==> src/rse_pkg.sv <==
// rse_pkg: token kinds, ALU operation codes, status codes and widths shared by
// the postfix evaluator modules. No dependencies.
`default_nettype none

package rse_pkg;

  localparam int DATA_W    = 32;
  localparam int REQ_W     = 4;
  localparam int CNT_W     = 7;
  localparam int DIV_STEPS = 32;

  // Token kinds carried on req_type
  typedef enum logic [REQ_W-1:0] {
    TOK_NUM = 4'd0,
    TOK_ADD = 4'd1,
    TOK_SUB = 4'd2,
    TOK_MUL = 4'd3,
    TOK_DIV = 4'd4,
    TOK_NEG = 4'd5,
    TOK_IF  = 4'd6,
    TOK_MAX = 4'd7,
    TOK_MIN = 4'd8
  } tok_e;

  // Operations of the shared combinational ALU
  typedef enum logic [2:0] {
    ALU_PASS,
    ALU_ADD,
    ALU_SUB,
    ALU_MUL,
    ALU_NEG,
    ALU_SEL,
    ALU_MAX,
    ALU_MIN
  } alu_op_e;

  // Sticky status reported with each result
  typedef enum logic [1:0] {
    ST_OK    = 2'd0,
    ST_DIV0  = 2'd1,
    ST_UNDER = 2'd2,
    ST_OVER  = 2'd3
  } status_e;

endpackage

`default_nettype wire

==> src/rse_stack_mem.sv <==
// rse_stack_mem: operand stack storage, one write port and one registered
// read port. Depends on rse_pkg for the data width.
`default_nettype none

module rse_stack_mem #(
  parameter int DEPTH = 64,
  parameter int AW    = 6
) (
  input  wire logic                      clk_i,
  input  wire logic                      we_i,
  input  wire logic [AW-1:0]             waddr_i,
  input  wire logic [rse_pkg::DATA_W-1:0] wdata_i,
  input  wire logic [AW-1:0]             raddr_i,
  output logic      [rse_pkg::DATA_W-1:0] rdata_o
);

  logic [rse_pkg::DATA_W-1:0] mem [DEPTH];

  // write port
  always_ff @(posedge clk_i) begin
    if (we_i) begin
      mem[waddr_i] <= wdata_i;
    end
  end

  // registered read port
  always_ff @(posedge clk_i) begin
    rdata_o <= mem[raddr_i];
  end

endmodule

`default_nettype wire

==> src/rse_alu.sv <==
// rse_alu: shared combinational arithmetic and compare unit (add, sub, mul,
// negate, select, max, min). Depends on rse_pkg.
`default_nettype none

module rse_alu (
  input  wire rse_pkg::alu_op_e                   op_i,
  input  wire logic signed [rse_pkg::DATA_W-1:0]  a_i,
  input  wire logic signed [rse_pkg::DATA_W-1:0]  b_i,
  input  wire logic signed [rse_pkg::DATA_W-1:0]  c_i,
  output logic      signed [rse_pkg::DATA_W-1:0]  y_o
);

  // a is the deeper operand, b the running value; c is the fallback of select
  always_comb begin
    case (op_i)
      rse_pkg::ALU_PASS: y_o = a_i;
      rse_pkg::ALU_ADD:  y_o = a_i + b_i;
      rse_pkg::ALU_SUB:  y_o = a_i - b_i;
      rse_pkg::ALU_MUL:  y_o = a_i * b_i;
      rse_pkg::ALU_NEG:  y_o = -a_i;
      rse_pkg::ALU_SEL:  y_o = (a_i > 32'sd0) ? b_i : c_i;
      rse_pkg::ALU_MAX:  y_o = (a_i > b_i) ? a_i : b_i;
      rse_pkg::ALU_MIN:  y_o = (a_i < b_i) ? a_i : b_i;
      default:           y_o = a_i;
    endcase
  end

endmodule

`default_nettype wire

==> src/rse_div.sv <==
// rse_div: iterative signed divider, truncating toward zero, one quotient bit
// per cycle (restoring). Depends on rse_pkg.
`default_nettype none

module rse_div (
  input  wire logic                       clk_i,
  input  wire logic                       rst_ni,
  input  wire logic                       start_i,
  input  wire logic [rse_pkg::DATA_W-1:0] dividend_i,
  input  wire logic [rse_pkg::DATA_W-1:0] divisor_i,
  output logic                            done_o,
  output logic      [rse_pkg::DATA_W-1:0] quotient_o
);

  localparam int W   = rse_pkg::DATA_W;
  localparam int CW  = $clog2(rse_pkg::DIV_STEPS + 1);

  logic          busy_q, busy_d;
  logic          done_q, done_d;
  logic [CW-1:0] cnt_q, cnt_d;
  logic [W-1:0]  rem_q, rem_d;
  logic [W-1:0]  quo_q, quo_d;
  logic [W-1:0]  dvs_q, dvs_d;
  logic          neg_q, neg_d;
  logic [W-1:0]  shifted;
  logic [W:0]    diff;
  logic          fits;

  // remainder stays below the divisor magnitude (at most 2^31), so the
  // shifted partial remainder fits in W bits
  assign shifted = {rem_q[W-2:0], quo_q[W-1]};
  assign diff    = {1'b0, shifted} - {1'b0, dvs_q};
  assign fits    = ~diff[W];

  always_comb begin
    busy_d = busy_q;
    done_d = 1'b0;
    cnt_d  = cnt_q;
    rem_d  = rem_q;
    quo_d  = quo_q;
    dvs_d  = dvs_q;
    neg_d  = neg_q;
    if (start_i) begin
      busy_d = 1'b1;
      cnt_d  = CW'(rse_pkg::DIV_STEPS);
      rem_d  = '0;
      quo_d  = dividend_i[W-1] ? (W'(0) - dividend_i) : dividend_i;
      dvs_d  = divisor_i[W-1] ? (W'(0) - divisor_i) : divisor_i;
      neg_d  = dividend_i[W-1] ^ divisor_i[W-1];
    end else if (busy_q) begin
      rem_d = fits ? diff[W-1:0] : shifted;
      quo_d = {quo_q[W-2:0], fits};
      cnt_d = cnt_q - CW'(1);
      if (cnt_q == CW'(1)) begin
        busy_d = 1'b0;
        done_d = 1'b1;
      end
    end
  end

  // control
  always_ff @(posedge clk_i or negedge rst_ni) begin
    if (!rst_ni) begin
      busy_q <= 1'b0;
      done_q <= 1'b0;
      cnt_q  <= '0;
    end else begin
      busy_q <= busy_d;
      done_q <= done_d;
      cnt_q  <= cnt_d;
    end
  end

  // datapath
  always_ff @(posedge clk_i) begin
    rem_q <= rem_d;
    quo_q <= quo_d;
    dvs_q <= dvs_d;
    neg_q <= neg_d;
  end

  assign done_o     = done_q;
  assign quotient_o = neg_q ? (W'(0) - quo_q) : quo_q;

endmodule

`default_nettype wire

==> src/rpn_stack_evaluator.sv <==
// Postfix evaluator: each token goes through S_CHK and S_END; an operator that
// pops n operands also passes S_FETCH (one stack read per cycle) and S_WB, and a
// divide waits in S_DIV for the 32 quotient bits (one per cycle) before S_WB.
// A token marked last also passes S_TOP before its item appears on the output
// register. in_stall_o is high while a token is worked on. rst_ni (async, active
// low) empties the stack and clears the error. Depends on rse_pkg and submodules.
`default_nettype none

module rpn_stack_evaluator #(
  parameter int STACK_DEPTH = 64
) (
  input  wire logic                 clk_i,
  input  wire logic                 rst_ni,
  input  wire logic                 in_valid_i,
  output logic                      in_stall_o,
  input  wire logic [3:0]           req_type_i,
  input  wire logic signed [31:0]   value_i,
  input  wire logic [6:0]           arg_count_i,
  input  wire logic                 end_of_expr_i,
  output logic                      out_valid_o,
  input  wire logic                 out_stall_i,
  output logic signed [31:0]        result_o,
  output logic [1:0]                status_o,
  output logic [6:0]                depth_left_o
);

  localparam int W   = rse_pkg::DATA_W;
  localparam int CW  = rse_pkg::CNT_W;
  localparam int AW  = (STACK_DEPTH > 1) ? $clog2(STACK_DEPTH) : 1;
  localparam int SPW = $clog2(STACK_DEPTH + 1);
  localparam int NW  = (SPW > CW) ? SPW : CW;

  // sequencer states
  localparam logic [2:0] S_IDLE  = 3'd0;
  localparam logic [2:0] S_CHK   = 3'd1;
  localparam logic [2:0] S_FETCH = 3'd2;
  localparam logic [2:0] S_DIV   = 3'd3;
  localparam logic [2:0] S_WB    = 3'd4;
  localparam logic [2:0] S_END   = 3'd5;
  localparam logic [2:0] S_TOP   = 3'd6;

  logic [2:0]       state_q, state_d;
  logic [SPW-1:0]   sp_q, sp_d;
  rse_pkg::status_e err_q, err_d;
  rse_pkg::tok_e    kind_q, kind_d;
  logic [W-1:0]     val_q, val_d;
  logic [CW-1:0]    n_q, n_d;
  logic             last_q, last_d;
  logic [CW-1:0]    iss_q, iss_d;
  logic [CW-1:0]    prc_q, prc_d;
  logic             rv_q, rv_d;
  logic [W-1:0]     acc_q, acc_d;
  logic [W-1:0]     sec_q, sec_d;
  logic             out_valid_q, out_valid_d;
  logic [W-1:0]     res_q, res_d;
  logic [1:0]       stat_q, stat_d;
  logic [CW-1:0]    dep_q, dep_d;

  logic             mem_we;
  logic [AW-1:0]    mem_waddr;
  logic [W-1:0]     mem_wdata;
  logic [AW-1:0]    mem_raddr;
  logic [W-1:0]     mem_rdata;

  rse_pkg::alu_op_e alu_op;
  logic [W-1:0]     alu_y;
  logic             div_start;
  logic             div_done;
  logic [W-1:0]     div_q;

  logic [SPW-1:0]   sp_m1;
  logic [SPW-1:0]   rd_fetch;
  logic [SPW-1:0]   wb_base;
  logic [CW-1:0]    need;

  assign sp_m1    = sp_q - SPW'(1);
  assign rd_fetch = sp_q - SPW'(1) - SPW'(iss_q);
  assign wb_base  = sp_q - SPW'(n_q);

  // operand count per operator; max and min take the latched arg count
  always_comb begin
    case (kind_q)
      rse_pkg::TOK_ADD, rse_pkg::TOK_SUB,
      rse_pkg::TOK_MUL, rse_pkg::TOK_DIV: need = CW'(2);
      rse_pkg::TOK_NEG:                   need = CW'(1);
      rse_pkg::TOK_IF:                    need = CW'(3);
      rse_pkg::TOK_MAX, rse_pkg::TOK_MIN: need = n_q;
      default:                            need = '0;
    endcase
  end

  // sequencer
  always_comb begin
    state_d     = state_q;
    sp_d        = sp_q;
    err_d       = err_q;
    kind_d      = kind_q;
    val_d       = val_q;
    n_d         = n_q;
    last_d      = last_q;
    iss_d       = iss_q;
    prc_d       = prc_q;
    rv_d        = rv_q;
    acc_d       = acc_q;
    sec_d       = sec_q;
    out_valid_d = out_valid_q;
    res_d       = res_q;
    stat_d      = stat_q;
    dep_d       = dep_q;
    mem_we      = 1'b0;
    mem_waddr   = sp_q[AW-1:0];
    mem_wdata   = acc_q;
    mem_raddr   = sp_m1[AW-1:0];
    alu_op      = rse_pkg::ALU_PASS;
    div_start   = 1'b0;

    // output register drains independently of the sequencer
    if (out_valid_q && !out_stall_i) begin
      out_valid_d = 1'b0;
    end

    case (state_q)
      S_IDLE: begin
        if (in_valid_i) begin
          kind_d  = rse_pkg::tok_e'(req_type_i);
          val_d   = value_i;
          n_d     = arg_count_i;
          last_d  = end_of_expr_i;
          state_d = S_CHK;
        end
      end

      S_CHK: begin
        state_d = S_END;
        if (err_q == rse_pkg::ST_OK) begin
          case (kind_q)
            rse_pkg::TOK_NUM: begin
              if (sp_q == SPW'(STACK_DEPTH)) begin
                err_d = rse_pkg::ST_OVER;
              end else begin
                mem_we    = 1'b1;
                mem_waddr = sp_q[AW-1:0];
                mem_wdata = val_q;
                sp_d      = sp_q + SPW'(1);
              end
            end
            rse_pkg::TOK_ADD, rse_pkg::TOK_SUB, rse_pkg::TOK_MUL,
            rse_pkg::TOK_DIV, rse_pkg::TOK_NEG, rse_pkg::TOK_IF,
            rse_pkg::TOK_MAX, rse_pkg::TOK_MIN: begin
              n_d = need;
              if (need == '0 || NW'(need) > NW'(sp_q)) begin
                err_d = rse_pkg::ST_UNDER;
              end else begin
                iss_d   = '0;
                prc_d   = '0;
                rv_d    = 1'b0;
                state_d = S_FETCH;
              end
            end
            default: ;  // unknown token leaves the stack alone
          endcase
        end
      end

      S_FETCH: begin
        // issue one stack read per cycle, top first
        rv_d = 1'b0;
        if (iss_q < n_q) begin
          mem_raddr = rd_fetch[AW-1:0];
          iss_d     = iss_q + CW'(1);
          rv_d      = 1'b1;
        end
        // fold the operand returned from the previous read
        if (rv_q) begin
          prc_d = prc_q + CW'(1);
          if (prc_q == '0) begin
            alu_op = (kind_q == rse_pkg::TOK_NEG) ? rse_pkg::ALU_NEG : rse_pkg::ALU_PASS;
            acc_d  = alu_y;
          end else if (kind_q == rse_pkg::TOK_DIV) begin
            if (acc_q == '0) begin
              err_d   = rse_pkg::ST_DIV0;
              state_d = S_END;
            end else begin
              div_start = 1'b1;
              state_d   = S_DIV;
            end
          end else if (kind_q == rse_pkg::TOK_IF && prc_q == CW'(1)) begin
            sec_d = mem_rdata;
          end else begin
            case (kind_q)
              rse_pkg::TOK_ADD: alu_op = rse_pkg::ALU_ADD;
              rse_pkg::TOK_SUB: alu_op = rse_pkg::ALU_SUB;
              rse_pkg::TOK_MUL: alu_op = rse_pkg::ALU_MUL;
              rse_pkg::TOK_IF:  alu_op = rse_pkg::ALU_SEL;
              rse_pkg::TOK_MAX: alu_op = rse_pkg::ALU_MAX;
              rse_pkg::TOK_MIN: alu_op = rse_pkg::ALU_MIN;
              default:          alu_op = rse_pkg::ALU_PASS;
            endcase
            acc_d = alu_y;
          end
          if (prc_q == n_q - CW'(1) && kind_q != rse_pkg::TOK_DIV) begin
            state_d = S_WB;
          end
        end
      end

      S_DIV: begin
        if (div_done) begin
          acc_d   = div_q;
          state_d = S_WB;
        end
      end

      S_WB: begin
        mem_we    = 1'b1;
        mem_waddr = wb_base[AW-1:0];
        mem_wdata = acc_q;
        sp_d      = wb_base + SPW'(1);
        state_d   = S_END;
      end

      S_END: begin
        state_d = last_q ? S_TOP : S_IDLE;
      end

      S_TOP: begin
        // top-of-stack read stays addressed at sp - 1
        if (!out_valid_q || !out_stall_i) begin
          res_d       = (err_q == rse_pkg::ST_OK && sp_q != '0) ? mem_rdata : '0;
          stat_d      = err_q;
          dep_d       = CW'(sp_q);
          out_valid_d = 1'b1;
          sp_d        = '0;
          err_d       = rse_pkg::ST_OK;
          state_d     = S_IDLE;
        end
      end

      default: state_d = S_IDLE;
    endcase
  end

  // control registers
  always_ff @(posedge clk_i or negedge rst_ni) begin
    if (!rst_ni) begin
      state_q     <= S_IDLE;
      sp_q        <= '0;
      err_q       <= rse_pkg::ST_OK;
      out_valid_q <= 1'b0;
      rv_q        <= 1'b0;
      iss_q       <= '0;
      prc_q       <= '0;
    end else begin
      state_q     <= state_d;
      sp_q        <= sp_d;
      err_q       <= err_d;
      out_valid_q <= out_valid_d;
      rv_q        <= rv_d;
      iss_q       <= iss_d;
      prc_q       <= prc_d;
    end
  end

  // payload registers
  always_ff @(posedge clk_i) begin
    kind_q <= kind_d;
    val_q  <= val_d;
    n_q    <= n_d;
    last_q <= last_d;
    acc_q  <= acc_d;
    sec_q  <= sec_d;
    res_q  <= res_d;
    stat_q <= stat_d;
    dep_q  <= dep_d;
  end

  rse_stack_mem #(
    .DEPTH (STACK_DEPTH),
    .AW    (AW)
  ) u_mem (
    .clk_i   (clk_i),
    .we_i    (mem_we),
    .waddr_i (mem_waddr),
    .wdata_i (mem_wdata),
    .raddr_i (mem_raddr),
    .rdata_o (mem_rdata)
  );

  rse_alu u_alu (
    .op_i (alu_op),
    .a_i  (mem_rdata),
    .b_i  ((kind_q == rse_pkg::TOK_IF) ? sec_q : acc_q),
    .c_i  (acc_q),
    .y_o  (alu_y)
  );

  rse_div u_div (
    .clk_i      (clk_i),
    .rst_ni     (rst_ni),
    .start_i    (div_start),
    .dividend_i (mem_rdata),
    .divisor_i  (acc_q),
    .done_o     (div_done),
    .quotient_o (div_q)
  );

  assign in_stall_o   = (state_q != S_IDLE);
  assign out_valid_o  = out_valid_q;
  assign result_o     = res_q;
  assign status_o     = stat_q;
  assign depth_left_o = dep_q;

endmodule

`default_nettype wire

==> config.mk <==
export PLATFORM = sky130hd
export DESIGN_NAME = rpn_stack_evaluator
export DESIGN_NICKNAME = d
export VERILOG_FILES = /design/src/rse_pkg.sv /design/src/rse_stack_mem.sv /design/src/rse_alu.sv /design/src/rse_div.sv /design/src/rpn_stack_evaluator.sv
export SDC_FILE = /design/constraint.sdc
export NUM_CORES = 2
export LEC_CHECK = 0
export BUFFER_PORTS_ARGS = -buffer_cell sky130_fd_sc_hd__buf_2
export CORE_AREA = 2 2 512 514
export DETAILED_ROUTE_END_ITERATION = 10
export DIE_AREA = 0 0 514 516
export HOLD_SLACK_MARGIN = 0.06
export SLEW_MARGIN = 20
export SYNTH_ARGS = -nofsm -noshare
export SYNTH_HDL_FRONTEND = slang
export SYNTH_SLANG_ARGS = --single-unit
==> constraint.sdc <==
create_clock -name clk_i -period 9.83 [get_ports clk_i]
set_clock_uncertainty 0.1 [all_clocks]
set_input_delay 1.4745 -clock clk_i [delete_from_list [all_inputs] [get_ports clk_i]]
set_output_delay 1.4745 -clock clk_i [all_outputs]
set_load 0.005 [all_outputs]
==> out/metrics.yaml <==
run_status:
  run_status: "finished, final reports clean"
sta:
  finalHoldViolCount: 0
  rsz0062_at_grt: "no"
  fin_crit_sh_pct: 94.0
  fin_crit_ns: 9.24
  worst_slack_ns: 0.591
  finalSetupViolCount: 0
  fmax_ghz: 0.108
  slew-limit-headroom_pct: 23.5
  slew_violations: 0
  setup_tns_ns: 0
  tightestPinTransition_ns: 1.13
route:
  drc_errors: 0
  drtIter0Drc: 9639
  ant_nets: 0
  wl_mm: 366
  vias_per_cell: 6.13
  drt-wirelength-per-cell_um: 30.7
  vias: 73000
  dr.pass1.iters: 6
final_layout:
  area_growth_pct: 11.8
  fin_nets: 9035
  final_common_cell: "edfxtp_1"
  n_fill_cell: 21900
  drive_above_1_share_pct: 14.4
  final_cell_mix: "edfxtp_1 (2,262), nand2_1 (711), inv_1 (566)"
grt:
  antenna_found_initial: 33
  grt_max_degree: 139
  grt_pass1_wl_mm: 521
  grt-ovfl-total: 0
  grt_use_total_pct: 27.3
  grt_pass1_vias: 71300
synthesis:
  ys_ff_latch: 2361
  syn_nets: 8903
  synth-async-reset-ratio_pct: 1.52
  syn_avg_cell_area_um2: 14.3
  syn-cell-area_mm2: 0.116
  synth_edf_count: 2262
  yosysSeqAreaShare_pct: 60.2
  syn_inst: 8149
  synthFlopType: "edfxtp_1"
  synth_warnings: 0
  yosysUniqueCellTypes: 93
cts:
  cts_buffers: 244
  htree_levels: 4
  postCtsSetupRepairBufs: 0
  clk_latency_ns: 0.92
  postCtsHoldBufs: 0
  cts_root_buf: "clkbuf_16"
  clock_path_buffers: 4
  cts.clk_slew.worst_paths_ns: 0.06
  cts_tree: "done"
  clock-sinks: 2361
  cts-resized-gates: 0
floorplan:
  die-area_mm2: 0.265
  boundaryPins: 91
  die_h_um: 516
  chipWidth_um: 514
  initial_core_util_pct: 44.9
  num_rows: 187
  core_area_mm2: 0.259
place:
  place_ws_ns: 0.708
  place_hpwl_mm: 232
  place_congestion: 0.975
  port_buffers: 90
worst_setup_path:
  worstSetupPathType: "reg2reg"
  arrival_ns: 9.78
  required_ns: 10.37
  endpoint_kind: "register"
  cp_max_fo: 21
  start_kind: "register"
job:
  cap_violations: 0
hold_path:
  hold_path_class: "reg2reg"
[Yosys cell counts (20+ instances only)]
cell / instances / area, um^2
mux2i_1: 214 / 2140
a221oi_1: 83 / 727
xnor2_1: 179 / 1570
ha_1: 293 / 3670
dfrtp_1: 36 / 901
a211oi_1: 96 / 721
a32oi_1: 66 / 578
nor2_1: 339 / 1270
o21a_1: 31 / 233
o21ai_0: 282 / 1410
nand2b_1: 61 / 382
nand2_1: 712 / 2670
mux4_2: 314 / 7070
or3_1: 39 / 244
and3_1: 90 / 563
a21o_1: 49 / 368
a21oi_1: 165 / 826
and2_1: 282 / 1760
buf_1: 63 / 236
o211ai_1: 76 / 571
nor3_1: 65 / 325
fa_1: 413 / 8270
mux2_2: 66 / 743
nand3_1: 77 / 385
xor2_1: 80 / 701
o31ai_1: 31 / 233
edfxtp_1: 2262 / 67900
dfxtp_1: 63 / 1260
clkbuf_1: 352 / 1320
nor4_1: 32 / 200
o21bai_1: 20 / 150
a22oi_1: 134 / 1010
buf_2: 39 / 195
a31oi_1: 109 / 682
nor2b_1: 63 / 394
nand4_1: 53 / 332
inv_1: 567 / 2130
and4_1: 34 / 298
[per-stage QoR]
step / instances / util [%] / hold WS, ns / cell area [um^2]
after CTS: 11900 / 50.2 / 0.395 / 130000
final: 11900 / 50.2 / 0.394 / 130000
after global routing: 11900 / 50.2 / 0.406 / 130000
after floorplan: 8149 / - / 0.323 / 116000
after global placement: 11400 / 47.1 / 0.384 / 122000
after detailed placement: 11400 / 47.1 / 0.390 / 122000
[area by class of cell]
| class | count | area (um^2) | area share (%) |
|---|---|---|---|
| Antenna cell | 13 | 32.5 | 0.0250 |
| Clock buffer | 307 | 6520 | 5.00 |
| Inverter | 568 | 2130 | 1.64 |
| Multi-Input combinational cell | 4763 | 43200 | 33.2 |
| Clock inverter | 144 | 1440 | 1.10 |
| Tap cell | 3402 | 4260 | 3.27 |
| Timing Repair Buffer | 343 | 2540 | 1.95 |
| Sequential cell | 2361 | 70100 | 53.8 |
[registers in the layout, indices dropped and copies added, names as in the netlist, 2 cells and up]
| signal | flops |
|---|---|
| sp_q | 7 |
| u_div.rem_q | 31 |
| status_o | 2 |
| u_div.quo_q | 32 |
| val_q | 32 |
| result_o | 32 |
| state_q | 3 |
| err_q | 2 |
| iss_q | 7 |
| sec_q | 32 |
| u_mem.mem | 2048 |
| u_mem.rdata_o | 32 |
| n_q | 7 |
| depth_left_o | 7 |
| prc_q | 7 |
| u_div.dvs_q | 32 |
| acc_q | 32 |
| kind_q | 4 |
| u_div.cnt_q | 6 |
[routing by layer]
layer	vias to the layer above	share of wire, %	track usage, %
li1	30700	-	-
met1	37900	42	39.6
met2	3754	45	42.0
met3	632	9.3	4.84
met4	12	3.7	8.66
met5	-	0.019	0
[critical path: stages, from the launching register on]
cell	delay, ns
edfxtp_1	0.40
and4bb_2	0.55
mux2_2	0.67
inv_1	0.19
nor2_1	0.51
fa_1	0.54
fa_1	0.49
inv_1	0.05
fa_1	0.50
fa_1	0.56
inv_1	0.05
fa_1	0.48
fa_1	0.57
fa_1	0.44
fa_1	0.44
ha_1	0.36
and4_1	0.24
nand2_1	0.10
a2111oi_0	0.36
a21oi_1	0.22
o21ai_0	0.28
nor4_1	0.07
nor3_1	0.24
xnor2_1	0.13
a221oi_1	0.35
a211oi_2	0.06
[cell families after synthesis]
kind of cell	synth area share [%]
multiplexers	8.56
adder cells (fa/ha/maj)	10.2
buffers and inverters	3.36
AO/OA/AOI/OAI	7.58
AND/OR/NAND/NOR	8.02
XOR/XNOR	2.08
flip-flops	60.2
[path summary, 6_finish.rpt]
kind,from,end,slack [ns],cells past startpoint
min,u_div.rem_q[29],u_div.rem_q[30],0.39,2
max in group asynchronous,rst_ni,prc_q[2],8.45,1
min reg2reg,u_div.rem_q[29],u_div.rem_q[30],0.39,2
max,kind_q[0],acc_q[31],0.59,25
min in group asynchronous,rst_ni,iss_q[0],0.60,1
max reg2reg,kind_q[0],acc_q[31],0.59,25
Power is left out: the tool's default activity adds up to more than one toggle a clock period on the data nets, which glitch-free logic cannot reach.
